==> src/rtl/qbf_pkg.sv <==
// Shared constants and types of the quadratic Bezier flattener.
`default_nettype none
package qbf_pkg;

  localparam int SEGMENTS_DEF   = 50;
  localparam int COORD_BITS_DEF = 12;

  typedef struct packed {
    logic first;
    logic last;
  } qbf_flags_t;

endpackage
`default_nettype wire

==> src/rtl/qbf_if.sv <==
// Valid/ready channel interfaces for curve requests and segment results.
`default_nettype none
interface qbf_in_if #(
  parameter int COORD_BITS = 12
);
  logic                  valid;
  logic                  ready;
  logic [COORD_BITS-1:0] first_x;
  logic [COORD_BITS-1:0] first_y;
  logic [COORD_BITS-1:0] middle_x;
  logic [COORD_BITS-1:0] middle_y;
  logic [COORD_BITS-1:0] third_x;
  logic [COORD_BITS-1:0] third_y;

  modport source (output valid, first_x, first_y, middle_x, middle_y, third_x, third_y,
                  input ready);
  modport sink   (input valid, first_x, first_y, middle_x, middle_y, third_x, third_y,
                  output ready);
endinterface

interface qbf_out_if #(
  parameter int COORD_BITS = 12
);
  logic                  valid;
  logic                  ready;
  logic [COORD_BITS-1:0] from_x;
  logic [COORD_BITS-1:0] from_y;
  logic [COORD_BITS-1:0] to_x;
  logic [COORD_BITS-1:0] to_y;
  logic                  last_segment;

  modport source (output valid, from_x, from_y, to_x, to_y, last_segment, input ready);
  modport sink   (input valid, from_x, from_y, to_x, to_y, last_segment, output ready);
endinterface
`default_nettype wire

==> src/rtl/quadratic_bezier_flattener_core.sv <==
// Quadratic Bezier flattener: stroke points in, line segments out.
//
// in_chan carries one curve request (three stroke points A, B, C). The block
// forms P0=(A+B)/2, P1=B, P2=(B+C)/2 and sends SEGMENTS segments on out_chan,
// each from the previous integer curve sample to the current one, the final
// one with last_segment set. A request is taken when valid and ready are high.
// A sample index generator issues one sample per cycle while out_chan does
// not stall, into a six-stage pipeline: weights, products, sums, reciprocal
// multiply, quotient check, output register. Segments then leave one per
// cycle while out_chan takes them. A request occupies the generator until its
// last sample issues, and the next request is taken in the cycle its last
// sample issues, so curves follow each other with no gap.
// Synchronous reset empties the generator and every stage. When out_chan
// stalls, the whole pipeline and the generator hold and in_chan.ready drops.
`default_nettype none
module quadratic_bezier_flattener_core
  import qbf_pkg::*;
#(
  parameter int SEGMENTS   = SEGMENTS_DEF,
  parameter int COORD_BITS = COORD_BITS_DEF
) (
  input  wire      clk,
  input  wire      rst_n,
  qbf_in_if.sink   in_chan,
  qbf_out_if.source out_chan
);

  localparam int CB  = COORD_BITS;
  localparam int IW  = $clog2(SEGMENTS + 1);
  localparam int DIV = SEGMENTS * SEGMENTS;
  localparam int WW  = $clog2(DIV + 1);
  localparam int NW  = CB + WW;
  localparam int MW  = NW + 1;
  localparam int PW  = NW + MW;
  localparam logic [MW-1:0] RECIP = MW'((64'd1 << NW) / DIV);
  localparam logic [NW-1:0] DIV_N = NW'(DIV);
  localparam logic [IW-1:0] SEG_I = IW'(SEGMENTS);

  logic adv;

  // generator
  logic          busy_r;
  logic [IW-1:0] idx_r;
  logic [CB-1:0] g_p0_r [2];
  logic [CB-1:0] g_p1_r [2];
  logic [CB-1:0] g_p2_r [2];
  logic          last_issue;
  logic          in_acc;
  logic [CB:0]   sum0 [2];
  logic [CB:0]   sum2 [2];
  logic [CB-1:0] in_a [2];
  logic [CB-1:0] in_b [2];
  logic [CB-1:0] in_c [2];

  // stage 1
  logic          s1_v_r;
  qbf_flags_t    s1_f_r;
  logic [WW-1:0] s1_w0_r, s1_w1_r, s1_w2_r;
  logic [CB-1:0] s1_p0_r [2];
  logic [CB-1:0] s1_p1_r [2];
  logic [CB-1:0] s1_p2_r [2];
  logic [IW-1:0]   rem_i;
  logic [2*IW-1:0] rr, ii;
  logic [2*IW:0]   ir2;

  // stage 2
  logic          s2_v_r;
  qbf_flags_t    s2_f_r;
  logic [CB-1:0] s2_p0_r [2];
  logic [NW-1:0] s2_m0_r [2];
  logic [NW-1:0] s2_m1_r [2];
  logic [NW-1:0] s2_m2_r [2];

  // stage 3
  logic          s3_v_r;
  qbf_flags_t    s3_f_r;
  logic [CB-1:0] s3_p0_r [2];
  logic [NW-1:0] s3_num_r [2];

  // stage 4
  logic          s4_v_r;
  qbf_flags_t    s4_f_r;
  logic [CB-1:0] s4_p0_r [2];
  logic [NW-1:0] s4_num_r [2];
  logic [PW-1:0] s4_prod_r [2];

  // stage 5
  logic          s5_v_r;
  qbf_flags_t    s5_f_r;
  logic [CB-1:0] s5_p0_r [2];
  logic [NW-1:0] s5_num_r [2];
  logic [CB-1:0] s5_q_r [2];
  logic [NW-1:0] s5_qd_r [2];
  logic [CB-1:0] q_est [2];

  // output
  logic          out_v_r;
  logic          out_last_r;
  logic [CB-1:0] out_from_r [2];
  logic [CB-1:0] out_to_r [2];
  logic [CB-1:0] prev_r [2];
  logic [NW-1:0] rem5 [2];
  logic [CB-1:0] q_fin [2];

  assign adv        = !out_v_r || out_chan.ready;
  assign last_issue = (idx_r == SEG_I);
  assign in_chan.ready = adv && (!busy_r || last_issue);
  assign in_acc     = in_chan.valid && in_chan.ready;

  assign in_a[0] = in_chan.first_x;
  assign in_a[1] = in_chan.first_y;
  assign in_b[0] = in_chan.middle_x;
  assign in_b[1] = in_chan.middle_y;
  assign in_c[0] = in_chan.third_x;
  assign in_c[1] = in_chan.third_y;

  always_comb begin
    for (int a = 0; a < 2; a++) begin
      sum0[a] = (CB+1)'(in_a[a]) + (CB+1)'(in_b[a]);
      sum2[a] = (CB+1)'(in_b[a]) + (CB+1)'(in_c[a]);
    end
  end

  always_ff @(posedge clk) begin
    if (!rst_n) begin
      busy_r <= 1'b0;
      idx_r  <= '0;
    end else if (in_acc) begin
      busy_r <= 1'b1;
      idx_r  <= IW'(1);
    end else if (adv && busy_r) begin
      if (last_issue) begin
        busy_r <= 1'b0;
      end else begin
        idx_r <= idx_r + IW'(1);
      end
    end
  end

  always_ff @(posedge clk) begin
    if (in_acc) begin
      for (int a = 0; a < 2; a++) begin
        g_p0_r[a] <= sum0[a][CB:1];
        g_p1_r[a] <= in_b[a];
        g_p2_r[a] <= sum2[a][CB:1];
      end
    end
  end

  assign rem_i = SEG_I - idx_r;
  assign rr    = (2*IW)'(rem_i) * (2*IW)'(rem_i);
  assign ii    = (2*IW)'(idx_r) * (2*IW)'(idx_r);
  assign ir2   = {(2*IW)'(idx_r) * (2*IW)'(rem_i), 1'b0};

  always_comb begin
    for (int a = 0; a < 2; a++) begin
      q_est[a] = s4_prod_r[a][NW +: CB];
      rem5[a]  = s5_num_r[a] - s5_qd_r[a];
      q_fin[a] = s5_q_r[a] + CB'(rem5[a] >= DIV_N);
    end
  end

  // valid bits
  always_ff @(posedge clk) begin
    if (!rst_n) begin
      s1_v_r  <= 1'b0;
      s2_v_r  <= 1'b0;
      s3_v_r  <= 1'b0;
      s4_v_r  <= 1'b0;
      s5_v_r  <= 1'b0;
      out_v_r <= 1'b0;
    end else if (adv) begin
      s1_v_r  <= busy_r;
      s2_v_r  <= s1_v_r;
      s3_v_r  <= s2_v_r;
      s4_v_r  <= s3_v_r;
      s5_v_r  <= s4_v_r;
      out_v_r <= s5_v_r;
    end
  end

  // datapath
  always_ff @(posedge clk) begin
    if (adv) begin
      s1_f_r.first <= (idx_r == IW'(1));
      s1_f_r.last  <= last_issue;
      s1_w0_r      <= WW'(rr);
      s1_w1_r      <= WW'(ir2);
      s1_w2_r      <= WW'(ii);
      s2_f_r       <= s1_f_r;
      s3_f_r       <= s2_f_r;
      s4_f_r       <= s3_f_r;
      s5_f_r       <= s4_f_r;
      for (int a = 0; a < 2; a++) begin
        s1_p0_r[a]   <= g_p0_r[a];
        s1_p1_r[a]   <= g_p1_r[a];
        s1_p2_r[a]   <= g_p2_r[a];
        s2_p0_r[a]   <= s1_p0_r[a];
        s2_m0_r[a]   <= NW'(s1_w0_r) * NW'(s1_p0_r[a]);
        s2_m1_r[a]   <= NW'(s1_w1_r) * NW'(s1_p1_r[a]);
        s2_m2_r[a]   <= NW'(s1_w2_r) * NW'(s1_p2_r[a]);
        s3_p0_r[a]   <= s2_p0_r[a];
        s3_num_r[a]  <= s2_m0_r[a] + s2_m1_r[a] + s2_m2_r[a];
        s4_p0_r[a]   <= s3_p0_r[a];
        s4_num_r[a]  <= s3_num_r[a];
        s4_prod_r[a] <= PW'(s3_num_r[a]) * PW'(RECIP);
        s5_p0_r[a]   <= s4_p0_r[a];
        s5_num_r[a]  <= s4_num_r[a];
        s5_q_r[a]    <= q_est[a];
        s5_qd_r[a]   <= NW'(q_est[a]) * DIV_N;
      end
      if (s5_v_r) begin
        out_last_r <= s5_f_r.last;
        for (int a = 0; a < 2; a++) begin
          out_from_r[a] <= s5_f_r.first ? s5_p0_r[a] : prev_r[a];
          out_to_r[a]   <= q_fin[a];
          prev_r[a]     <= q_fin[a];
        end
      end
    end
  end

  assign out_chan.valid        = out_v_r;
  assign out_chan.from_x       = out_from_r[0];
  assign out_chan.from_y       = out_from_r[1];
  assign out_chan.to_x         = out_to_r[0];
  assign out_chan.to_y         = out_to_r[1];
  assign out_chan.last_segment = out_last_r;

endmodule
`default_nettype wire

==> src/flat_wrapper.sv <==
// flat-port wrapper written by rule: the top's interface ports become plain ports
module quadratic_bezier_flattener_core_flat import qbf_pkg::*;
#(
  parameter int SEGMENTS   = SEGMENTS_DEF,
  parameter int COORD_BITS = COORD_BITS_DEF
)
  (clk, rst_n, in_chan_valid, in_chan_first_x, in_chan_first_y, in_chan_middle_x, in_chan_middle_y, in_chan_third_x, in_chan_third_y, in_chan_ready, out_chan_valid, out_chan_from_x, out_chan_from_y, out_chan_to_x, out_chan_to_y, out_chan_last_segment, out_chan_ready);
  qbf_in_if #(.COORD_BITS(COORD_BITS)) in_chan_i ();
  qbf_out_if #(.COORD_BITS(COORD_BITS)) out_chan_i ();
  input  wire clk;
  input  wire rst_n;
  input wire logic [$bits(in_chan_i.valid)-1:0] in_chan_valid;
  input wire logic [$bits(in_chan_i.first_x)-1:0] in_chan_first_x;
  input wire logic [$bits(in_chan_i.first_y)-1:0] in_chan_first_y;
  input wire logic [$bits(in_chan_i.middle_x)-1:0] in_chan_middle_x;
  input wire logic [$bits(in_chan_i.middle_y)-1:0] in_chan_middle_y;
  input wire logic [$bits(in_chan_i.third_x)-1:0] in_chan_third_x;
  input wire logic [$bits(in_chan_i.third_y)-1:0] in_chan_third_y;
  output wire logic [$bits(in_chan_i.ready)-1:0] in_chan_ready;
  output wire logic [$bits(out_chan_i.valid)-1:0] out_chan_valid;
  output wire logic [$bits(out_chan_i.from_x)-1:0] out_chan_from_x;
  output wire logic [$bits(out_chan_i.from_y)-1:0] out_chan_from_y;
  output wire logic [$bits(out_chan_i.to_x)-1:0] out_chan_to_x;
  output wire logic [$bits(out_chan_i.to_y)-1:0] out_chan_to_y;
  output wire logic [$bits(out_chan_i.last_segment)-1:0] out_chan_last_segment;
  input wire logic [$bits(out_chan_i.ready)-1:0] out_chan_ready;
  assign in_chan_i.valid = in_chan_valid;
  assign in_chan_i.first_x = in_chan_first_x;
  assign in_chan_i.first_y = in_chan_first_y;
  assign in_chan_i.middle_x = in_chan_middle_x;
  assign in_chan_i.middle_y = in_chan_middle_y;
  assign in_chan_i.third_x = in_chan_third_x;
  assign in_chan_i.third_y = in_chan_third_y;
  assign in_chan_ready = in_chan_i.ready;
  assign out_chan_valid = out_chan_i.valid;
  assign out_chan_from_x = out_chan_i.from_x;
  assign out_chan_from_y = out_chan_i.from_y;
  assign out_chan_to_x = out_chan_i.to_x;
  assign out_chan_to_y = out_chan_i.to_y;
  assign out_chan_last_segment = out_chan_i.last_segment;
  assign out_chan_i.ready = out_chan_ready;
  quadratic_bezier_flattener_core #(.SEGMENTS(SEGMENTS), .COORD_BITS(COORD_BITS)) u_core (.clk(clk), .rst_n(rst_n), .in_chan(in_chan_i), .out_chan(out_chan_i));
endmodule
==> config.mk <==
export PLATFORM = sky130hd
export DESIGN_NAME = quadratic_bezier_flattener_core_flat
export DESIGN_NICKNAME = d
export VERILOG_FILES = /design/src/rtl/qbf_pkg.sv /design/src/rtl/qbf_if.sv /design/src/rtl/quadratic_bezier_flattener_core.sv /design/src/flat_wrapper.sv
export SDC_FILE = /design/constraint.sdc
export NUM_CORES = 2
export LEC_CHECK = 0
export ABC_CLOCK_PERIOD_IN_PS = 32700
export BUFFER_PORTS_ARGS = -buffer_cell sky130_fd_sc_hd__buf_4
export CORE_MARGIN = 1
export CORE_UTILIZATION = 40
export DETAILED_ROUTE_END_ITERATION = 10
export RECOVER_POWER = 100
export REMOVE_ABC_BUFFERS = 1
export SLEW_MARGIN = 25
export SYNTH_ARGS = -nofsm -noshare
export SYNTH_HDL_FRONTEND = slang
export SYNTH_SLANG_ARGS = --single-unit
==> constraint.sdc <==
create_clock -name clk -period 32.7 [get_ports clk]
set_input_delay 8.175 -clock clk [delete_from_list [all_inputs] [get_ports clk]]
set_output_delay 8.175 -clock clk [all_outputs]
set_load 0.01 [all_outputs]
Yosys cells after proc, flatten, opt, wreduce, memory -nomap -nowiden

Memory sizes are Yosys's and may differ from the RTL's.
Index checks and enable logic that the tools add are counted.

Word-level logic and storage cells: 108
Input port bits: 76
Output and inout port bits: 51
Bits in writable memories: 738
Register bits: 59
ROM bits: 0
Memories: 22
Latch bits: 0

Mux-type cells: 15
$add $sub $neg: 14
Order comparisons: 2
$mul: 13
Equality and inequality tests: 3
Bitwise operators: 2
Div/mod/pow operators: 0
Shift operators: 0
Reductions and logical operators: 14

Memories:

| memory           | depth | bits a word | rd ports | clocked after Yosys merged registers in | write ports | line                                  | text |
|---|---|---|---|---|---|---|---|
| u_core.s4_prod_r | 2     | 36          | 2        | 0                                       | 2           | quadratic_bezier_flattener_core.sv:85 | `logic [PW-1:0] s4_prod_r [2];` |
| u_core.s2_m0_r   | 2     | 24          | 2        | 0                                       | 2           | quadratic_bezier_flattener_core.sv:70 | `logic [NW-1:0] s2_m0_r [2];` |
| u_core.s2_m2_r   | 2     | 24          | 2        | 0                                       | 2           | quadratic_bezier_flattener_core.sv:72 | `logic [NW-1:0] s2_m2_r [2];` |
| u_core.s3_num_r  | 2     | 24          | 2        | 0                                       | 2           | quadratic_bezier_flattener_core.sv:78 | `logic [NW-1:0] s3_num_r [2];` |
| u_core.s4_num_r  | 2     | 24          | 2        | 0                                       | 2           | quadratic_bezier_flattener_core.sv:84 | `logic [NW-1:0] s4_num_r [2];` |
| u_core.s5_num_r  | 2     | 24          | 2        | 0                                       | 2           | quadratic_bezier_flattener_core.sv:91 | `logic [NW-1:0] s5_num_r [2];` |
| +16 memories     | n/a   | n/a         | n/a      | n/a                                     | n/a         | n/a                                   |  |

Operator list:

| kind                     | number |
|---|---|
| $add A24 B24 Y24         | 4 |
| $mul A12 B12 Y24         | 4 |
| $mul A24 B12 Y36 const B | 2 |
| $add A12 B12 Y13         | 4 |
| $ge A24 B12 Y1 const B   | 2 |
| $sub A24 B24 Y24         | 2 |
| $mul A11 B12 Y23         | 2 |
| $mul A12 B10 Y22 const B | 2 |
| $add A12 B1 Y12          | 2 |
| $mul A6 B6 Y12           | 2 |
| $mux W12                 | 2 |
| $mux W1                  | 13 |
| $mul A6 B6 Y11           | 1 |
| $reduce_and A2 Y1        | 4 |
| $add A6 B1 Y6 const B    | 1 |
| $eq A6 B1 Y1 const B     | 1 |
| $eq A6 B6 Y1 const B     | 1 |
| $sub A6 B6 Y6 const A    | 1 |
| $reduce_bool A2 Y1       | 2 |
| $logic_and A1 B1 Y1      | 3 |
| $logic_not A1 Y1         | 2 |
| $logic_or A1 B1 Y1       | 2 |
| $ne A2 B2 Y1 const B     | 1 |
| $not A1 Y1               | 2 |
| $reduce_or A2 Y1         | 1 |

Logic depth before layout (Yosys ltp)

Word-level depth: 6
Gate-level depth with buffers: 23
Mapped depth without buffers: 21

Worst setup path after synthesis

OpenSTA, ideal clock, no wires.

Kind: input to register
Start point: in out_chan_ready
End point: reg u_core.out_last_r, in the netlist u_core.out_chan.last_segment (enable)
Setup slack: 10835 ps
Setup time: 411 ps
Stages: 4
Arrival: 21454 ps
Buffers on the path: 1
Required time: 32289 ps
Cells stage by stage: nor2b_1 > clkbuf_1 > inv_1 > and2_1

Cells in the longest elaborated chain, start to end: 2

Ends and longest elaborated chain:

| what                        | line                                   | text |
|---|---|---|
| from (decl)                 | flat_wrapper.sv:26                     | `input wire logic [$bits(out_chan_i.ready)-1:0] out_chan_ready;` |
| $logic_or A1 B1 Y1          | quadratic_bezier_flattener_core.sv:105 | `assign adv = !out_v_r \|\| out_chan.ready;` |
| $reduce_and A2 Y1 (no line) | n/a                                    |  |
| to (signal assigned)        | quadratic_bezier_flattener_core.sv:213 | `out_last_r <= s5_f_r.last;` |
| to (decl)                   | quadratic_bezier_flattener_core.sv:98  | `logic out_last_r;` |

No other way between the ends.
A chain may end at the register's enable or synchronous reset.

==> impl_metrics.yaml <==
placement:
  placed_cells_incl_taps: 8686
  detailed_placer_s_ending_hpwl_um: 117500
  detailedPlace.worstSlack_ns: 15.19
  placed_cell_area_mm2: 0.07294
  gp_congestion: 0.8435
  io_buffers: 126
clock_network:
  clock_insertion_delay_at_the_later_pin_of_the_skew_report_ns: 0.69
  setup_bufs_post_cts: 0
  cts_resized: 0
  cts_hold_buf: 0
  cts_inserted_buffers: 82
  max-clock-path-buffers: 3
  tritoncts: "yes"
  ctsRootBufferMaster: "clkbuf_16"
  cts.sinks: 704
  cts_htree_levels: 3
  cts.reportedPaths.clkPinSlew_ns: 0.08
min_path:
  timing.hold.worst.class: "flop to flop"
  whs_path_depth: 0
grt:
  first_global_vias: 46100
  grt_pass1_wl_um: 240200
  initial_antenna_violation_count: 2
  grtUsageTotal_pct: 17.22
  pin_count_of_the_biggest_net_entering_global_routing: 197
  grt_overflow_total: 0
worst_setup_path:
  critPathMaxFanout: 139
  start_kind: "input pin"
  worst_reg2reg_path_length_in_cells: 4
  worst_setup_path_end_kind: "flop"
  crit_required_ns: 32.77
  r2r_slack_ns: 21.45
  crit_type: "input pin to flop"
  critical_path_data_arrival_time_ns: 18.51
timing:
  final-hold-violation-count: 0
  timing.setup.tns_ns: 0
  final-max-slew-violation-count: 787
  setup_violators_final: 0
  highest_achievable_clock_rate_mhz: 54.22
  fin_worst_skew_ns: 0.02780
  worstMarginPinSlew_ns: 7.016
  finalWorstPathRequiredPeriod_ns: 18.44
  slew_limit_headroom_pct: -367.7
  rsz_0062_raised_after_global_routing: "no"
  final_critical_path_setup_slack_ns: 14.26
  final_min_period_over_clock_period_pct: 56.40
floorplan:
  design.portCount: 127
  rows: 152
  floorplan.initialDensity_pct: 40.32
  fp.dieH_um: 418.1
  core-area_mm2: 0.1717
  area_enclosed_by_the_die_boundary_mm2: 0.1748
  die_extent_in_x_um: 418.1
cells_and_area:
  drive_above_1_share_pct: 3.830
  layout.cells.non_filler: 8838
  insertedDiodeCount: 0
  final_design_area_no_fill_mm2: 0.07534
  nets: 8303
  nFillCells: 16220
  area_growth_pct: 8.809
logic_synthesis:
  syn-mean-instance-area_um2: 10.93
  netlist.top_cell.by_area: "edfxtp_1"
  ys_seq_area_share_pct: 30.34
  dominantRegCellSynth: "edfxtp_1"
  synth_warnings: 0
  synth_commonest_cells: "1303 x inv_1, 903 x ha_1, 863 x fa_1"
  post_synth_instance_area_mm2: 0.06925
  synth_enable_flop_cells: 691
  post-synth-top-count-cell: "inv_1"
  synth_top_cell_area_share_pct: 29.97
  synth-async-reset-ratio_pct: 0
  ys_seq_elements: 704
  syn-instance-count: 6334
  netlist_top_cells_area: "edfxtp_1 30%, fa_1 25%, ha_1 16%"
  ys_types: 78
routing:
  wirelength_um: 146300
  dr.pass1.iters: 7
  drt-wirelength-per-cell_um: 16.55
  ant_nets: 0
  routed_via_density: 4.889
  initialDrtViolationCount: 2027
  residual_drc_count: 0
  vias: 43210
status:
  failing_checks: "max-capacitance violations, max-slew violations"
  run_status: "complete, but fails checks"
run:
  maxCapViolCount: 11
-- per-stage QoR --
stage | hold slack (ns) | utilization, %
finish | 0.3993 | 43.87
detailed placement | 0.4045 | 42.47
global placement | 0.4011 | 42.46
global route | 0.4194 | 43.87
floorplan | 0.4003 | -
CTS | 0.3972 | 44.11
-- cell families (layout without fill, tap and decap cells) --
logic type / count (synthesis) / count (layout) / share of synthesized area, %
AOI/OAI and AO/OA: 644 / 644 / 6.118
xor gates and xnor gates: 289 / 289 / 3.655
adders and majority gates: 1766 / 1766 / 41.27
buffers and inverters: 1456 / 1620 / 7.893
DFF: 704 / 704 / 30.34
muxes: 34 / 34 / 0.5349
other: 2 / 32 / 0.01085
and+or+nand+nor: 1439 / 1439 / 10.18
-- cell usage in the layout, fill, tap and decap left out, types with 24 or more instances in the layout --
cell       synthesis  layout
fa_1             863     863
nand3_1           57      57
edfxtp_1         691     691
nor3_1            63      63
clkbuf_1         152      98
o21ai_0          123     127
o21bai_1          36      36
nor2b_1           52      52
mux2_2            24      24
clkbuf_16          0      83
conb_1             2      32
nand2_1          539     539
nand2b_1          33      33
xnor2_1          227     227
xor2_1            62      62
nor2_1           199     199
buf_4              0      77
o21a_1            37      37
and3_1            35      35
a21oi_1          192     193
a21o_1            64      64
a21boi_0          29      32
inv_1           1303    1301
and2_0             0      38
ha_1             903     903
and2_1           384     345
-- per-layer routing --
| layer | up-vias | wire length (um) | share of wire (%) | GRT usage, % |
|---|---|---|---|---|
| li1 | 20730 | - | - | - |
| met1 | 21600 | 68480 | 47 | 23.58 |
| met2 | 671 | 68590 | 47 | 28.56 |
| met3 | 214 | 5162 | 3.5 | 2.221 |
| met4 | 0 | 4082 | 2.8 | 4.880 |
| met5 | - | 0 | 0 | 0 |
-- worst max-delay path: stages --
cell and delay (ns):
clkbuf_4 0.10, nor2b_1 0.12, clkinvlp_2 2.53, clkbuf_1 2.25, clkbuf_1 5.05
-- final cells by class --
class | instances | area [um2] | share of cell area, %
clock inverter | 56 | 686.9 | 0.9117
clock buffer | 95 | 2122 | 2.816
sequential | 704 | 21010 | 27.89
multi-input combinational | 4204 | 42810 | 56.83
inverter | 1304 | 4897 | 6.500
tap | 2310 | 2890 | 3.836
timing repair buffer | 165 | 923.4 | 1.226
-- path summary, 6_finish.rpt --
check | startpoint | end
worst max-delay path | out_chan_ready | u_core.s5_qd_r[0][28]
worst max register to register | u_core.out_chan.valid | u_core.s5_qd_r[0][28]
worst min register to register | u_core.g_p1_r[0][1] | u_core.s1_p1_r[0][1]
worst min-delay path | u_core.g_p1_r[0][1] | u_core.s1_p1_r[0][1]
-- state kept, by name, indices dropped and copies added, names as in the netlist, 36 cells and up --
signal           cells
u_core.s5_qd_r      36
u_core.s2_m1_r      46
u_core.s4_num_r     44
u_core.s3_num_r     48
u_core.s2_m2_r      48
u_core.s5_num_r     44
u_core.s2_m0_r      48
Power is left out: the tool's default activity adds up to more than one toggle a clock period on the data nets, which glitch-free logic cannot reach.
